===== src/hdl/pce_pkg.sv =====
// Shared types, constants and codes of the PMT pulse charge extractor.
// Used by the front and back parts and the top level.
`default_nettype none
package pce_pkg;

   localparam int MAX_SAMPLES = 1024;
   localparam int SAMPLE_BITS = 10;
   localparam int ADDR_BITS   = $clog2(MAX_SAMPLES);
   localparam int COUNT_BITS  = ADDR_BITS + 1;
   localparam int BSUM_BITS   = 20;
   localparam int CHARGE_BITS = 29;

   // configuration register indexes
   localparam logic [2:0] REG_BASELINE_LEN   = 3'd0;
   localparam logic [2:0] REG_TRIGGER_POS    = 3'd1;
   localparam logic [2:0] REG_TRIGGER_TOL    = 3'd2;
   localparam logic [2:0] REG_START_FRACTION = 3'd3;
   localparam logic [2:0] REG_END_FRACTION   = 3'd4;
   localparam logic [2:0] REG_CHARGE_GAIN    = 3'd5;
   localparam logic [2:0] REG_MIN_CHARGE     = 3'd6;

   // result status codes
   localparam logic [1:0] STATUS_OK       = 2'd0;
   localparam logic [1:0] STATUS_WINDOW   = 2'd1;
   localparam logic [1:0] STATUS_LOW_CHRG = 2'd2;

   typedef struct packed {
      logic [9:0]              baseline_len;
      logic [9:0]              trigger_pos;
      logic [9:0]              trigger_tol;
      logic [7:0]              start_fraction;
      logic [7:0]              end_fraction;
      logic [15:0]             charge_gain;
      logic [CHARGE_BITS-1:0]  min_charge;
   } cfg_type;

   // summary of one stored waveform, handed from front to back
   typedef struct packed {
      logic                    channel;
      logic [COUNT_BITS-1:0]   count;
      logic [SAMPLE_BITS-1:0]  min_value;
      logic [ADDR_BITS-1:0]    min_pos;
      logic [BSUM_BITS-1:0]    bsum;
   } desc_type;

   typedef enum logic [3:0] {
      ST_IDLE,
      ST_DIV,
      ST_MUL,
      ST_A_RD,
      ST_A_EV,
      ST_B_RD,
      ST_B_EV,
      ST_CHG,
      ST_FIN,
      ST_OUT
   } back_state_type;

endpackage
`default_nettype wire


===== src/hdl/pce_front.sv =====
// Front part: accepts samples, stores them, tracks minimum, baseline sum and
// count, and hands a waveform summary to the back through a one-entry queue.
`default_nettype none
module pce_front
   import pce_pkg::*;
(
   input  wire logic                   clock,
   input  wire logic                   reset,
   input  wire logic                   req_tvalid,
   output logic                        req_tready,
   input  wire logic [SAMPLE_BITS-1:0] sample,
   input  wire logic                   channel,
   input  wire logic                   last_sample,
   input  wire logic [9:0]             baseline_len,
   output logic                        wr_en,
   output logic      [ADDR_BITS-1:0]   wr_addr,
   output logic      [SAMPLE_BITS-1:0] wr_data,
   output logic                        q_valid,
   output desc_type                    q_desc,
   input  wire logic                   q_release
);

   logic [COUNT_BITS-1:0]  count_ff, count_in;
   logic [SAMPLE_BITS-1:0] min_ff, min_in;
   logic [ADDR_BITS-1:0]   minpos_ff, minpos_in;
   logic [BSUM_BITS-1:0]   bsum_ff, bsum_in;
   logic                   chan_ff, chan_in;
   logic                   qv_ff, qv_in;
   desc_type               qd_ff, qd_in;
   logic                   accept;
   logic                   room;

   assign req_tready = !qv_ff;
   assign accept     = req_tvalid && req_tready;
   assign room       = count_ff < COUNT_BITS'(MAX_SAMPLES);

   assign wr_en   = accept && room;
   assign wr_addr = count_ff[ADDR_BITS-1:0];
   assign wr_data = sample;
   assign q_valid = qv_ff;
   assign q_desc  = qd_ff;

   // update waveform statistics
   always_comb begin
      count_in  = count_ff;
      min_in    = min_ff;
      minpos_in = minpos_ff;
      bsum_in   = bsum_ff;
      chan_in   = chan_ff;
      qv_in     = qv_ff && !q_release;
      qd_in     = qd_ff;
      if (accept) begin
         if (room) begin
            if (count_ff == '0) begin
               chan_in = channel;
            end
            if (sample < min_ff || count_ff == '0) begin
               min_in    = sample;
               minpos_in = count_ff[ADDR_BITS-1:0];
            end
            if (count_ff < {1'b0, baseline_len}) begin
               bsum_in = bsum_ff + BSUM_BITS'(sample);
            end
            count_in = count_ff + 1'b1;
         end
         if (last_sample) begin
            // push summary, restart waveform
            qd_in.channel   = chan_in;
            qd_in.count     = count_in;
            qd_in.min_value = min_in;
            qd_in.min_pos   = minpos_in;
            qd_in.bsum      = bsum_in;
            qv_in           = 1'b1;
            count_in        = '0;
            min_in          = '1;
            minpos_in       = '0;
            bsum_in         = '0;
            chan_in         = 1'b0;
         end
      end
   end

   always_ff @(posedge clock) begin
      if (reset) begin
         count_ff  <= '0;
         min_ff    <= '1;
         minpos_ff <= '0;
         bsum_ff   <= '0;
         chan_ff   <= 1'b0;
         qv_ff     <= 1'b0;
      end else begin
         count_ff  <= count_in;
         min_ff    <= min_in;
         minpos_ff <= minpos_in;
         bsum_ff   <= bsum_in;
         chan_ff   <= chan_in;
         qv_ff     <= qv_in;
      end
      qd_ff <= qd_in;
   end

endmodule
`default_nettype wire


===== config.mk =====
export PLATFORM = sky130hd
export DESIGN_NAME = pce_front
export DESIGN_NICKNAME = d
export VERILOG_FILES = /design/src/hdl/pce_pkg.sv /design/src/hdl/pce_front.sv
export SDC_FILE = /design/constraint.sdc
export NUM_CORES = 1
export LEC_CHECK = 0
export BUFFER_PORTS_ARGS = -buffer_cell sky130_fd_sc_hd__buf_2
export CAP_MARGIN = 40
export CELL_PAD_IN_SITES_DETAIL_PLACEMENT = 1
export CELL_PAD_IN_SITES_GLOBAL_PLACEMENT = 1
export CORE_ASPECT_RATIO = 0.9
export CORE_MARGIN = 1.5
export CORE_UTILIZATION = 44
export DETAILED_ROUTE_END_ITERATION = 7
export HOLD_SLACK_MARGIN = 0.08
export PLACE_DENSITY = 0.79
export SYNTH_ARGS = -nofsm -noshare
export SYNTH_HDL_FRONTEND = slang
export SYNTH_SLANG_ARGS = --single-unit

===== constraint.sdc =====
create_clock -name clock -period 4.3 [get_ports clock]
set_input_delay 0.645 -clock clock [delete_from_list [all_inputs] [get_ports clock]]
set_output_delay 0.645 -clock clock [all_outputs]
set_load 0.1 [all_outputs]

# --- Word level (Yosys, flattened, before mapping) ---
# Index checks and enable logic that the tools add are counted.
op_classes:
  shifts: 0
  n_reduce_logical: 8
  bitwise: 0
  mul: 0
  n_eq_ne: 0
  addsub: 2
  div_mod_pow: 0
  n_mux: 16
  n_lt_le_gt_ge: 3
op_table:
  columns: ["op", "n"]
  rows:
  - ["2-to-1 mux 10 bit", 6]
  - ["2-to-1 mux 20 bit", 3]
  - ["2-to-1 mux 11 bit", 2]
  - ["adder 20 x 10 -> 20 bit", 1]
  - ["adder 11 x 1 -> 11 bit, second input constant", 1]
  - ["zero test 11 bit", 1]
  - ["< comparator 11 x 10 -> 1 bit", 1]
  - ["< comparator 11 bit, second input constant", 1]
  - ["< comparator 10 bit", 1]
  - ["2-to-1 mux 1 bit", 5]
  - ["logical AND 1 bit", 3]
  - ["zero test 1 bit", 2]
  - ["AND reduction 2 bit", 1]
  - ["logical OR 1 bit", 1]
totals:
  input_bits: 26
  output_inout_bits: 75
  latchBits: 0
  ff_bits: 105
  memories: 0
  ram_bits: 0
  mem_bits_ro: 0

# --- Logic depth before layout (Yosys ltp) ---
depth:
  word_depth: 5
  ltp_mapped: 10

# --- Least setup slack after synthesis ---
# No wires, ideal clock.
synth_timing:
  path_type: "flip-flop to flip-flop"
  start: "reg qv_ff (netlist: q_valid)"
  end: "reg min_ff[1]"
  arrival_ns: 3.944
  setup_time_ns: 0.079
  required_ns: 4.221
  slack_ns: 0.278
  period_less_slack_ns: 4.022
  path_stages_with_launch: 7
  path_cell_list: "dfxtp_1 > nand2b_1 > clkbuf_1 > nor2_1 > nor2_1 > clkbuf_1 > o211ai_1"
synth_via:
  elab_chain_cells: 2
synth_rtl:
  columns: ["element", "line", "rtl"]
  rows:
  - ["start: declaration", "pce_front.sv:28", "logic qv_ff, qv_in;"]
  - ["start signal: assignment", "pce_front.sv:97", "qv_ff <= qv_in;"]
  - ["zero test 1 bit", "pce_front.sv:33", "assign req_tready = !qv_ff;"]
  - ["logical AND 1 bit", "pce_front.sv:34", "assign accept = req_tvalid && req_tready;"]
  - ["end signal: assignment", "pce_front.sv:93", "min_ff <= min_in;"]
  - ["end: declaration", "pce_front.sv:24", "logic [SAMPLE_BITS-1:0] min_ff, min_in;"]
# Every way passes these cells.
# A chain may end at the register's enable or synchronous reset.

# --- Final worst setup path ---
layout_timing:
  start: "reg count_ff[6]"
  end: "reg bsum_ff[1]"
layout_via:
  elab_chain_cells: 4
layout_rtl:
  columns: ["element", "line", "rtl"]
  rows:
  - ["start: declaration", "pce_front.sv:23", "logic [COUNT_BITS-1:0] count_ff, count_in;"]
  - ["start signal: assignment", "pce_front.sv:92", "count_ff <= count_in;"]
  - ["< comparator 11 x 10 -> 1 bit", "pce_front.sv:61", "if (count_ff < {1'b0, baseline_len}) begin"]
  - ["2-to-1 mux 20 bit", "pce_front.sv:61", null]
  - ["2-to-1 mux 20 bit *", "pce_front.sv:53", "if (room) begin"]
  - ["2-to-1 mux 20 bit *", "pce_front.sv:66", "if (last_sample) begin"]
  - ["end signal: assignment", "pce_front.sv:95", "bsum_ff <= bsum_in;"]
  - ["end: declaration", "pce_front.sv:26", "logic [BSUM_BITS-1:0] bsum_ff, bsum_in;"]
# Every way passes the cells marked *; elsewhere a longest branch is shown, timed or not.

==> results.cfg <==
[global_routing]
grt_pass1_wl_um = 23560
grt_overflow_total = 0
grt_pass1_vias = 4567
grt_usage_pct = 22.32
antenna_found_initial = 0
grt_max_degree = 42

[setup_path]
cp.required_ps = 4550
reg2reg_depth = 7
critical_path_class = reg -> reg
start_kind = register
slowest_stage = a2111oi_4
critPathMaxStageDelay_ps = 660
cp_num_buf_inv = 0
worst_ep_arrival_time_ps = 3310
cp_max_fo = 12
critical_path_depth = 7
cpLargestDelayFamily = compound AO/OA/AOI/OAI gates
cp-end-kind = register
crit_chain = ha_1 -> nand2_1 -> nor3_1 -> a2111oi_4 -> and2_1 -> mux2_2 -> a22o_1

[route]
drc = 0
firstDrtPassIters = 4
wl_um = 14690
ant_nets = 0
drt_iter0_markers = 257
vias = 4475
vias_per_cell = 5.629
wl_per_cell_um = 18.48

[clock_tree]
path_clk_slew_ps = 70
clockRootBuffer = clkbuf_16
post-cts-setup-buffers = 0
cts_tree = built
worstSkewPairLatency_ps = 350
cts_buffers = 9
htreeDepth = 3
clock-sinks = 105
cts_buffer_depth = 2
postCtsHoldBufs = 0
cts_resized = 0

[timing]
hold_viol = 0
setup_viol = 0
skew_ps = 9.103
slew_viol_final = 0
relSlewSlack_pct = 40.08
whs_ps = 485.6
period_needed_ps = 3061
setup_tns_ps = 0
setup_slack_ps = 1239
clock.fmax_ghz = 0.3267
worst_pin_slew_ps = 895.5
rsz0062_at_grt = false
post-route-period-util_pct = 71.18

[logic_synthesis]
synth-seq-area-share_pct = 46.29
synth_edf_count = 52
yosysUniqueCellTypes = 62
syn_avg_cell_area_um2 = 10.15
yosys_register_bits = 105
yosysWarnings = 0
synth_nets = 615
ys.flop_type = dfxtp_1
syn_area_um2 = 5665
synth_cells = 558
ys_async_sr_fraction_pct = 0

[cells_and_area]
area_growth_pct = 13.36
final_cell_mix = buf_2, dfxtp_1, nand2_1, edfxtp_1, nor2_1
fin_nets = 683
nFillCells = 1417
final_common_cell = buf_2
drive_gt1_share_pct = 23.93
final_core_util_pct = 50.82
n_antenna_cell = 0

[placed_design]
place.gp.congestion = 0.8447
port_buffers = 100
dp_hpwl_um = 10440
pre_cts_slack_ps = 993.2

[pwr]
power_density_nw_per_um2 = 366.1
leakage_nw = 2.753
vdd_drop_max_v = 0.0001839

[die]
pin_count = 101
num_rows = 39
die_h_um = 110.7
coreArea_um2 = 12640
dieArea_um2 = 13570
start_util_pct = 44.83
fp.dieW_um = 122.6

[outcome]
run_status = finished, final reports clean

[job]
maxCapViolCount = 0

[worst_hold_path]
hp-class = reg -> reg
hold-path-cell-count = 2
final timing paths:
check / slack (ps) / from / to
setup / recovery: 1240 / count_ff[6]$_SDFFE_PP0P_ / bsum_ff[1]$_SDFFE_PP0P_
hold / removal: 490 / bsum_ff[8]$_SDFFE_PP0P_ / bsum_ff[8]$_SDFFE_PP0P_
setup reg to reg: 1240 / count_ff[6]$_SDFFE_PP0P_ / bsum_ff[1]$_SDFFE_PP0P_
hold reg to reg: 490 / bsum_ff[8]$_SDFFE_PP0P_ / bsum_ff[8]$_SDFFE_PP0P_
worst reg2reg max path: stages (launching register included):
cell and delay, ps:
dfxtp_1 600, ha_1 340, nand2_1 110, nor3_1 90, a2111oi_4 660, and2_1 540, mux2_2 410, a22o_1 220
per-layer routing:
metal	track usage, %	share of wire (%)	vias to the layer above	wire (um)
met3	3.344	2.4	22	358
li1	-	-	2164	-
met1	28.88	46	2222	6734
met5	0	0	-	0
met2	37.39	50	67	7288
met4	8.605	2.1	0	308
report_power, final:
part           switching, mW  internal (mW)  total, mW
Combinational          0.361          0.106      0.466
Sequential            0.0163           1.09       1.11
Clock                  0.352          0.426      0.779
Total                  0.729           1.62       2.35
area by class of cell:
cell class / count / area (um^2) / area share (%)
Multi-Input combinational cell: 372 / 2650 / 41.26
Sequential cell: 105 / 2623 / 40.83
Timing Repair Buffer: 107 / 556.8 / 8.669
Clock buffer: 16 / 271.5 / 4.228
Tap cell: 164 / 205.2 / 3.195
Inverter: 31 / 116.4 / 1.812
kinds of logic after synthesis:
family	Yosys count	share of synthesized area [%]
AO/OA/AOI/OAI	122	15.42
XOR/XNOR	26	4.019
adder cells (fa/ha/maj)	31	6.979
buffers and inverters	81	7.067
flip-flops	105	46.29
multiplexers	27	5.345
AND/OR/NAND/NOR	166	14.89
cell usage after synthesis, types with 5 or more instances:
cell	number	area share [%]
buf_2	6	0.53
a21oi_1	21	1.9
nor3_1	7	0.62
dfxtp_1	53	19
edfxtp_1	52	28
clkbuf_1	16	1.1
o221ai_1	7	1.1
a31oi_1	6	0.66
a22o_1	6	0.93
nand2b_1	5	0.55
a21o_1	7	0.93
o211ai_1	13	1.7
xnor2_1	15	2.3
nor2b_1	7	0.77
o21ai_0	22	1.9
xor2_1	11	1.7
inv_1	31	2.1
nand2_1	52	3.4
a22oi_1	10	1.3
nor4_1	5	0.55
and3_1	6	0.66
mux2_2	26	5.2
buf_4	21	2.8
nand4_1	18	2.0
nor2_1	34	2.3
nand3_1	10	0.88
ha_1	30	6.6
flip-flops by register name, summed over array words and instances (netlist names):
name,count
q_desc,52
bsum_ff,20
count_ff,11
min_ff,10
minpos_ff,10
chan_ff,1
q_valid,1
through the flow:
stage / instances / total power [mW] / area, um^2
after global routing: 795 / 2.435 / 6422
after CTS: 795 / 2.366 / 6422
after floorplan: 558 / 1.503 / 5665
final: 795 / 2.351 / 6422
after detailed placement: 779 / 1.593 / 6151
after global placement: 778 / 1.579 / 6140
(Power assumes the default switching activity.)
