===== config.mk =====
export PLATFORM = sky130hd
export DESIGN_NAME = pce_back
export DESIGN_NICKNAME = d
export VERILOG_FILES = /design/src/hdl/pce_pkg.sv /design/src/hdl/pce_back.sv
export SDC_FILE = /design/constraint.sdc
export NUM_CORES = 2
export LEC_CHECK = 0
export CELL_PAD_IN_SITES_DETAIL_PLACEMENT = 0
export CELL_PAD_IN_SITES_GLOBAL_PLACEMENT = 1
export CORE_MARGIN = 3
export CORE_UTILIZATION = 30
export CTS_CLUSTER_SIZE = 10
export DETAILED_ROUTE_END_ITERATION = 8
export DONT_BUFFER_PORTS = 1
export GPL_TIMING_DRIVEN = 0
export MAX_ROUTING_LAYER = met4
export PLACE_DENSITY_LB_ADDON = 0.05
export REMOVE_ABC_BUFFERS = 1
export SYNTH_ARGS = -nofsm -noshare
export SYNTH_HDL_FRONTEND = slang
export SYNTH_SLANG_ARGS = --single-unit

===== constraint.sdc =====
create_clock -name clock -period 8.7 [get_ports clock]
set_input_delay 0 -clock clock [delete_from_list [all_inputs] [get_ports clock]]
set_output_delay 0 -clock clock [all_outputs]
set_load 0.05 [all_outputs]

===== src/hdl/pce_pkg.sv =====
// Shared types, constants and codes of the PMT pulse charge extractor.
// Used by the front and back parts and the top level.
`default_nettype none
package pce_pkg;

   localparam int MAX_SAMPLES = 1024;
   localparam int SAMPLE_BITS = 10;
   localparam int ADDR_BITS   = $clog2(MAX_SAMPLES);
   localparam int COUNT_BITS  = ADDR_BITS + 1;
   localparam int BSUM_BITS   = 20;
   localparam int CHARGE_BITS = 29;

   // configuration register indexes
   localparam logic [2:0] REG_BASELINE_LEN   = 3'd0;
   localparam logic [2:0] REG_TRIGGER_POS    = 3'd1;
   localparam logic [2:0] REG_TRIGGER_TOL    = 3'd2;
   localparam logic [2:0] REG_START_FRACTION = 3'd3;
   localparam logic [2:0] REG_END_FRACTION   = 3'd4;
   localparam logic [2:0] REG_CHARGE_GAIN    = 3'd5;
   localparam logic [2:0] REG_MIN_CHARGE     = 3'd6;

   // result status codes
   localparam logic [1:0] STATUS_OK       = 2'd0;
   localparam logic [1:0] STATUS_WINDOW   = 2'd1;
   localparam logic [1:0] STATUS_LOW_CHRG = 2'd2;

   typedef struct packed {
      logic [9:0]              baseline_len;
      logic [9:0]              trigger_pos;
      logic [9:0]              trigger_tol;
      logic [7:0]              start_fraction;
      logic [7:0]              end_fraction;
      logic [15:0]             charge_gain;
      logic [CHARGE_BITS-1:0]  min_charge;
   } cfg_type;

   // summary of one stored waveform, handed from front to back
   typedef struct packed {
      logic                    channel;
      logic [COUNT_BITS-1:0]   count;
      logic [SAMPLE_BITS-1:0]  min_value;
      logic [ADDR_BITS-1:0]    min_pos;
      logic [BSUM_BITS-1:0]    bsum;
   } desc_type;

   typedef enum logic [3:0] {
      ST_IDLE,
      ST_DIV,
      ST_MUL,
      ST_A_RD,
      ST_A_EV,
      ST_B_RD,
      ST_B_EV,
      ST_CHG,
      ST_FIN,
      ST_OUT
   } back_state_type;

endpackage
`default_nettype wire


===== src/hdl/pce_back.sv =====
// Back part: divides out the baseline, scans the stored samples for the
// threshold crossings, integrates, scales the charge and holds the result.
`default_nettype none
module pce_back
   import pce_pkg::*;
(
   input  wire logic                   clock,
   input  wire logic                   reset,
   input  cfg_type                     cfg,
   input  wire logic                   q_valid,
   input  desc_type                    q_desc,
   output logic                        q_release,
   output logic      [ADDR_BITS-1:0]   rd_addr,
   input  wire logic [SAMPLE_BITS-1:0] rd_data,
   output logic                        rsp_tvalid,
   input  wire logic                   rsp_tready,
   output logic      [79:0]            rsp_tdata,
   output logic                        rsp_tuser
);

   back_state_type st_ff, st_in;
   desc_type       d_ff, d_in;
   logic [28:0]    num_ff, num_in;
   logic [9:0]     rem_ff, rem_in;
   logic [4:0]     cnt_ff, cnt_in;
   logic [9:0]     len_ff, len_in;
   logic signed [28:0] lo_ff, lo_in, hi_ff, hi_in;
   logic [ADDR_BITS-1:0] idx_ff, idx_in;
   logic signed [29:0] sum_ff, sum_in;
   logic signed [47:0] prod_ff, prod_in;
   logic [1:0]     o_status_ff, o_status_in;
   logic [28:0]    o_charge_ff, o_charge_in;
   logic [17:0]    base;
   logic [10:0]    rem_t;
   logic           ge;
   logic signed [19:0] term, dpeak;
   logic signed [28:0] term256;
   logic signed [30:0] neg_sum;
   logic signed [47:0] adj;
   logic signed [31:0] quo;
   logic signed [11:0] win_lo;
   logic [10:0]    win_hi;
   logic [COUNT_BITS-1:0] idx_next;
   logic [9:0]     len_pick;

   assign base     = num_ff[17:0];
   assign rem_t    = {rem_ff, num_ff[28]};
   assign ge       = rem_t >= {1'b0, len_ff};
   assign term     = $signed({2'b00, rd_data, 8'h00}) - $signed({2'b00, base});
   assign dpeak    = $signed({2'b00, d_ff.min_value, 8'h00}) - $signed({2'b00, base});
   assign term256  = 29'(term) <<< 8;
   assign neg_sum  = -31'(sum_ff);
   assign adj      = prod_ff[47] ? prod_ff + 48'sd65535 : prod_ff;
   assign quo      = 32'(adj >>> 16);
   assign win_hi   = {1'b0, cfg.trigger_pos} + {1'b0, cfg.trigger_tol};
   assign win_lo   = $signed({2'b00, cfg.trigger_pos}) - $signed({2'b00, cfg.trigger_tol});
   assign idx_next = {1'b0, idx_ff} + 1'b1;
   assign rd_addr  = idx_ff;

   // pick baseline length, clamped to the stored count and to at least one
   always_comb begin
      if (q_desc.count < {1'b0, cfg.baseline_len}) begin
         len_pick = q_desc.count[9:0];
      end else begin
         len_pick = cfg.baseline_len;
      end
      if (len_pick == '0) begin
         len_pick = 10'd1;
      end
   end

   // next state
   always_comb begin
      st_in = st_ff;
      unique case (st_ff)
         ST_IDLE: if (q_valid) st_in = ST_DIV;
         ST_DIV:  if (cnt_ff == 5'd28) st_in = ST_MUL;
         ST_MUL: begin
            if (cfg.baseline_len < d_ff.min_pos) st_in = ST_A_RD;
            else st_in = ST_B_RD;
         end
         ST_A_RD: st_in = ST_A_EV;
         ST_A_EV: begin
            if (term256 < lo_ff || idx_next >= {1'b0, d_ff.min_pos}) st_in = ST_B_RD;
            else st_in = ST_A_RD;
         end
         ST_B_RD: st_in = ST_B_EV;
         ST_B_EV: begin
            if ((idx_ff >= d_ff.min_pos && term256 > hi_ff) || idx_next >= d_ff.count)
               st_in = ST_CHG;
            else st_in = ST_B_RD;
         end
         ST_CHG:  st_in = ST_FIN;
         ST_FIN:  st_in = ST_OUT;
         ST_OUT:  if (rsp_tready) st_in = ST_IDLE;
         default: st_in = ST_IDLE;
      endcase
   end

   // datapath
   always_comb begin
      d_in        = d_ff;
      num_in      = num_ff;
      rem_in      = rem_ff;
      cnt_in      = cnt_ff;
      len_in      = len_ff;
      lo_in       = lo_ff;
      hi_in       = hi_ff;
      idx_in      = idx_ff;
      sum_in      = sum_ff;
      prod_in     = prod_ff;
      o_status_in = o_status_ff;
      o_charge_in = o_charge_ff;
      q_release   = 1'b0;
      unique case (st_ff)
         ST_IDLE: begin
            d_in   = q_desc;
            len_in = len_pick;
            num_in = {1'b0, q_desc.bsum, 8'h00} + 29'(len_pick >> 1);
            rem_in = '0;
            cnt_in = '0;
         end
         ST_DIV: begin
            // one restoring quotient bit per cycle
            rem_in = ge ? 10'(rem_t - {1'b0, len_ff}) : rem_t[9:0];
            num_in = {num_ff[27:0], ge};
            cnt_in = cnt_ff + 1'b1;
         end
         ST_MUL: begin
            lo_in  = 29'(dpeak) * 29'($signed({1'b0, cfg.start_fraction}));
            hi_in  = 29'(dpeak) * 29'($signed({1'b0, cfg.end_fraction}));
            sum_in = '0;
            if (cfg.baseline_len < d_ff.min_pos) idx_in = cfg.baseline_len;
            else idx_in = d_ff.min_pos;
         end
         ST_A_EV: begin
            // start crossing found or none before the peak
            if (term256 < lo_ff) idx_in = idx_ff;
            else if (idx_next >= {1'b0, d_ff.min_pos}) idx_in = d_ff.min_pos;
            else idx_in = idx_next[ADDR_BITS-1:0];
         end
         ST_B_EV: begin
            if (idx_ff >= d_ff.min_pos && term256 > hi_ff) begin
               q_release = 1'b1;
            end else begin
               sum_in = sum_ff + 30'(term);
               if (idx_next >= d_ff.count) q_release = 1'b1;
               else idx_in = idx_next[ADDR_BITS-1:0];
            end
         end
         ST_CHG: begin
            prod_in = 48'(neg_sum) * 48'($signed({1'b0, cfg.charge_gain}));
         end
         ST_FIN: begin
            // saturate and classify
            if (quo > 32'sd268435455) o_charge_in = 29'h0FFFFFFF;
            else if (quo < -32'sd268435456) o_charge_in = 29'h10000000;
            else o_charge_in = quo[28:0];
            if ({1'b0, d_ff.min_pos} > win_hi
                || $signed({2'b00, d_ff.min_pos}) < win_lo) begin
               o_status_in = STATUS_WINDOW;
            end else if ($signed(o_charge_in) < $signed(cfg.min_charge)) begin
               o_status_in = STATUS_LOW_CHRG;
            end else begin
               o_status_in = STATUS_OK;
            end
         end
         default: ;
      endcase
   end

   // outputs
   always_comb begin
      rsp_tvalid = (st_ff == ST_OUT);
      rsp_tuser  = d_ff.channel;
      rsp_tdata  = {3'b000, o_charge_ff,
                    18'(base - {d_ff.min_value, 8'h00}),
                    base, d_ff.min_pos, o_status_ff};
   end

   always_ff @(posedge clock) begin
      if (reset) begin
         st_ff <= ST_IDLE;
      end else begin
         st_ff <= st_in;
      end
      d_ff        <= d_in;
      num_ff      <= num_in;
      rem_ff      <= rem_in;
      cnt_ff      <= cnt_in;
      len_ff      <= len_in;
      lo_ff       <= lo_in;
      hi_ff       <= hi_in;
      idx_ff      <= idx_in;
      sum_ff      <= sum_in;
      prod_ff     <= prod_in;
      o_status_ff <= o_status_in;
      o_charge_ff <= o_charge_in;
   end

endmodule
`default_nettype wire


**Word-level counts from Yosys, hierarchy flattened**

Index checks and enable logic that the tools add are counted.

- Register bits after elaboration: 267
- Input bits: 157
- Output and inout port bits: 93
- Word-level logic and storage cells: 102

- Add/sub/neg operators: 12
- Multipliers: 3
- Magnitude comparators: 13
- Equality and inequality tests: 16
- Mux-type cells: 29
- Reductions and logical operators: 12

Operators with widths:

| kind | count |
|---|---|
| 2-to-1 mux 29 bit | 3 |
| 2-to-1 mux 10 bit | 8 |
| case mux 30 bit (2 select lines) | 1 |
| case mux 29 bit (2 select lines) | 1 |
| multiplier 19 x 9 -> 28 bit | 2 |
| adder 48 x 17 -> 48 bit (second input constant) | 1 |
| multiplier 31 x 17 -> 48 bit | 1 |
| 2-to-1 mux 48 bit | 1 |
| case mux 4 bit (10 select lines) | 1 |
| subtractor 18 x 18 -> 19 bit | 2 |
| > comparator 32 x 29 -> 1 bit (second input constant) | 1 |
| less-than comparator 32 x 29 -> 1 bit (second input constant) | 1 |
| negator 30 -> 31 bit | 1 |
| adder 30 x 19 -> 30 bit | 1 |
| 2-to-1 mux 30 bit | 1 |
| case mux 10 bit (3 select lines) | 1 |
| adder 28 x 9 -> 29 bit | 1 |
| > comparator 27 x 29 -> 1 bit | 1 |
| less-than comparator 27 x 29 -> 1 bit | 1 |
| less-than comparator 29 bit | 1 |
| greater-or-equal comparator 11 x 10 -> 1 bit | 2 |
| case mux 10 bit (2 select lines) | 1 |
| subtractor 18 bit | 1 |
| equality test 4 x 3 -> 1 bit (second input constant) | 4 |
| other kinds (31) | 46 |

**Longest topological paths before layout**

- Depth after elaboration: 8
- Depth in mapped cells: 35
- Gate-level depth less buffers: 32

**Least setup slack after synthesis**

OpenSTA, ideal clock, no wires.

- Path type: reg-to-reg
- Start point: register sum_ff[0]
- End point: register prod_ff[45], data pin
- Arrival time: 8.646 ns
- Data required time: 8.427 ns
- Slack: -0.219 ns
- Stages on the path, launching flop included: 34
- Path buffers: 3
- Cell sequence: edfxtp_1 -> clkbuf_1 -> inv_1 -> ha_1 -> nand2_1 -> or3_4 -> or4_4 -> buf_6 -> or4_4 -> nand2b_4 -> nor4_4 -> nor2_1 -> clkbuf_1 -> and2_1 -> fa_1 -> inv_1 -> fa_1 -> inv_1 -> fa_1 -> fa_1 -> fa_1 -> inv_1 -> fa_1 -> inv_1 -> ha_1 -> a21oi_1 -> a21boi_0 -> o21a_1 -> o21a_1 -> o21a_1 -> o21ai_0 -> nand2b_1 -> a2111oi_0 -> a311oi_1

- Longest elaborated chain between the ends: 2

Ends and longest elaborated chain:

| what | line | text |
|---|---|---|
| from (decl) | pce_back.sv:29 | `logic signed [29:0] sum_ff, sum_in;` |
| from (signal assigned) | pce_back.sv:195 | `sum_ff <= sum_in;` |
| negator 30 -> 31 bit | pce_back.sv:52 | `assign neg_sum = -31'(sum_ff);` |
| multiplier 31 x 17 -> 48 bit | pce_back.sv:152 | `prod_in = 48'(neg_sum) * 48'($signed({1'b0, cfg.charge_gain}));` |
| to (signal assigned) | pce_back.sv:196 | `prod_ff <= prod_in;` |
| to (decl) | pce_back.sv:30 | `logic signed [47:0] prod_ff, prod_in;` |

Every way passes these cells.
A chain may end at the register's enable or synchronous reset.

**Worst setup path after layout**

- Start point: register sum_ff[2]
- End point: register prod_ff[47], data pin

The elaborated chain is that of the path after synthesis.

==> impl_metrics.py <==
metrics = {
    "floorplan": {
        "die_width_um": 401,
        "die_h_um": 401,
        "start_util_pct": 30.3,
        "num_rows": 144,
        "core-area_um2": 155000,
        "die_area_um2": 161000,
        "ios": 250,
    },
    "place": {
        "routabilityCongestion": 0.777,
        "hpwlAfterDp_mm": 111,
        "post-place-cells": 6955,
        "port-buffer-count": 0,
    },
    "routing": {
        "drc": 0,
        "drt_wl_total_mm": 139,
        "wire_per_inst_um": 19.1,
        "avgViaCountPerCell": 4.61,
        "vias": 33400,
        "detail_route.iter0.violations": 1216,
        "firstDrtPassIters": 7,
        "final_antenna_net_count": 0,
    },
    "synth": {
        "synth_cells": 5041,
        "syn_area_um2": 46800,
        "ys_seq_area_share_pct": 16.9,
        "synth.distinct_cells": 75,
        "syn_area_per_cell_um2": 9.28,
        "synth.top_cell.area_share_pct": 30.8,
        "yosysWarnings": 0,
        "ys_ff_latch": 265,
        "ys_top_cells_by_area": "fa_1 (31%), edfxtp_1 (17%), ha_1 (12%)",
        "synth_top_area_cell": "fa_1",
        "synth-edff-count": 261,
        "synth_ff_type": "edfxtp_1",
        "synthArstFlopShare_pct": 0,
    },
    "setup_path": {
        "rrSetupSlack_ns": 0.11,
        "crit_arrival_ns": 8.92,
        "critPathSlowestCell": "fa_2",
        "required_ns": 9.03,
        "rr_endpoint": "prod_ff[47]$_DFFE_PP_",
        "start_kind": "flip-flop",
        "critPathMostFrequentCell": "fa_1",
        "critical_path_class": "flip-flop to flip-flop",
        "end_kind": "flip-flop",
        "worstReg2RegStart": "sum_ff[2]$_SDFFCE_PN0P_",
        "critPathMaxStageDelay_ns": 0.61,
        "reg2regPathDepth": 29,
        "cp_max_fo": 7,
    },
    "clocking": {
        "cts_max_path_buffers": 3,
        "insertion_delay_ns": 0.62,
        "cts_root_buffer": "clkbuf_16",
        "numClockSinks": 265,
        "numCtsBuffers": 38,
        "cts_tree": "built",
        "cts_max_level": 2,
        "clk_pin_slew_ns": 0.06,
    },
    "sta": {
        "slew_headroom_pct": 6.33,
        "worstMarginPinSlew_ns": 1.41,
        "holdWs_ns": 0.0598,
        "finalHoldViolations": 0,
        "slew_violations": 0,
        "finalSetupViolations": 0,
        "fmax_mhz": 116,
        "skew_ns": 0.0443,
        "rsz0062_at_grt": "true",
        "period_share_pct": 98.7,
        "finalCriticalPeriod_ns": 8.59,
    },
    "final_layout": {
        "finalNonFillerCells": 7248,
        "layout.nets": 6501,
        "final_layout_size_suffix_gt1_share_pct": 8.06,
        "synthToLayoutAreaGrowth_pct": 14.8,
    },
    "outcome": {
        "status": "finished clean",
    },
    "global_routing": {
        "grt_first_pass_wirelength_mm": 221,
        "grt_overflow": 0,
        "antenna_found_initial": 7,
        "grt_max_degree": 37,
        "track_usage_pct": 18.0,
        "grt_pass1_vias": 37100,
    },
    "min_path": {
        "hp-start": "q_desc[30]",
        "hold_depth": 1,
        "min_path_type": "primary input to flip-flop",
        "holdPathEnd": "d_ff[30]$_DFFE_PP_",
    },
    "job": {
        "maxCapViolCount": 0,
    },
}
[repair_timing]
action	in CTS	in global routing
setup endpoints to repair	33	25
endpoints found under the hold margin	100	0
buffers inserted	71	33
hold buffers	114	0
pin swaps	64	66
resized for setup	93	71
[cells by family after synthesis]
group | after synthesis | share of synthesized area, %
buffers and inverters | 1216 | 10.1
flip-flops | 265 | 16.9
AND/OR/NAND/NOR | 1485 | 16.2
adder cells (fa/ha/maj) | 1177 | 43.0
other | 1 | 0.00802
XOR/XNOR | 243 | 4.55
AO/OA/AOI/OAI | 629 | 8.65
multiplexers | 25 | 0.556
[state kept, by name, indices dropped and copies added (netlist names)]
register,count
d_ff,21
hi_ff,28
lo_ff,28
sum_ff,30
cnt_ff,5
rsp_tuser,1
o_status_ff,2
rd_addr,10
o_charge_ff,29
prod_ff,48
rsp_tdata,10
rem_ff,10
st_ff,4
num_ff,29
len_ff,10
[Yosys cell counts, types with 12 or more instances]
cell,instances
and2_1,468
nand4_1,34
fa_1,720
nor3_1,66
nand3_1,62
or2_2,12
mux2i_1,17
buf_4,39
nor2_1,188
o21ai_0,152
o21bai_1,15
a21oi_1,166
nor4_1,21
or3_1,14
a21o_1,96
o21a_1,36
xor2_1,80
and3_1,21
nand2b_1,38
a221oi_1,13
o211ai_1,13
inv_1,1018
xnor2_1,163
nor2b_1,33
ha_1,457
a211oi_1,24
clkbuf_1,153
nand2_1,481
edfxtp_1,261
[per-stage QoR]
| step | setup slack, ns | instance area (um^2) | setup TNS [ns] | utilization [%] |
|---|---|---|---|---|
| final | 0.109 | 53700 | 0 | 34.7 |
| after global routing | -0.245 | 53700 | -0.504 | 34.7 |
| after CTS | -0.0105 | 53200 | -0.0105 | 34.4 |
| after detailed placement | -1.96 | 49700 | -22.40 | 32.2 |
| after global placement | -2.56 | 48400 | -91.30 | 31.3 |
| after floorplan | -0.0848 | 45900 | -0.0848 | - |
[area by class of cell]
| class | count | area, um^2 |
|---|---|---|
| diodes | 7 | 17.5 |
| flip-flops and latches | 265 | 7920 |
| multi-input cells | 3562 | 35200 |
| fillers | 16000 | 101000 |
| clock buffers | 48 | 1010 |
| inverters | 1018 | 3820 |
| well taps | 2044 | 2560 |
| clock inverters | 22 | 267 |
| repair buffers | 282 | 2900 |
[cell usage in the layout, fill, tap and decap left out, types with 33 or more instances in the layout]
cell,instances
a21o_1,96
a21oi_1,152
and2_1,463
buf_4,95
buf_6,34
clkbuf_16,38
dlygate4sd3_1,114
edfxtp_1,261
fa_1,706
ha_1,438
inv_1,1001
nand2_1,476
nand2b_1,37
nand3_1,60
nand4_1,34
nor2_1,181
nor2b_1,33
nor3_1,58
o21a_1,36
o21ai_0,144
xnor2_1,130
xor2_1,71
[metal layers]
layer  part of all wire [%]  GRT usage, %  vias up
met3                    3.0          2.36      127
met1                     47          23.2    16700
met4                    1.9          3.25        0
met2                     48          30.7      372
li1                       -             -    16200
met5                      0             -        -
[worst max-delay path, delay by kind of cell (launching register included)]
family,cells,cell delay [ns]
AOI/OAI and AO/OA,5,1.39
and+or+nand+nor,11,2.26
DFF,1,0.41
xor gates and xnor gates,1,0.20
adders and majority gates,7,3.35
buffers and inverters,5,0.72
[worst max-delay path by stage]
stage	from	endpoint	slack, ns
final	sum_ff[2]$_SDFFCE_PN0P_	prod_ff[47]$_DFFE_PP_	0.11
after global routing	sum_ff[2]$_SDFFCE_PN0P_	prod_ff[47]$_DFFE_PP_	-0.24
after CTS	sum_ff[4]$_SDFFCE_PN0P_	prod_ff[47]$_DFFE_PP_	-0.01
after detailed placement	sum_ff[0]$_SDFFCE_PN0P_	prod_ff[47]$_DFFE_PP_	-1.96
after global placement	sum_ff[0]$_SDFFCE_PN0P_	prod_ff[47]$_DFFE_PP_	-2.56
after floorplan	sum_ff[0]$_SDFFCE_PN0P_	prod_ff[45]$_DFFE_PP_	-0.08
Power is left out: the tool's default activity adds up to more than one toggle a clock period on the data nets, which glitch-free logic cannot reach.
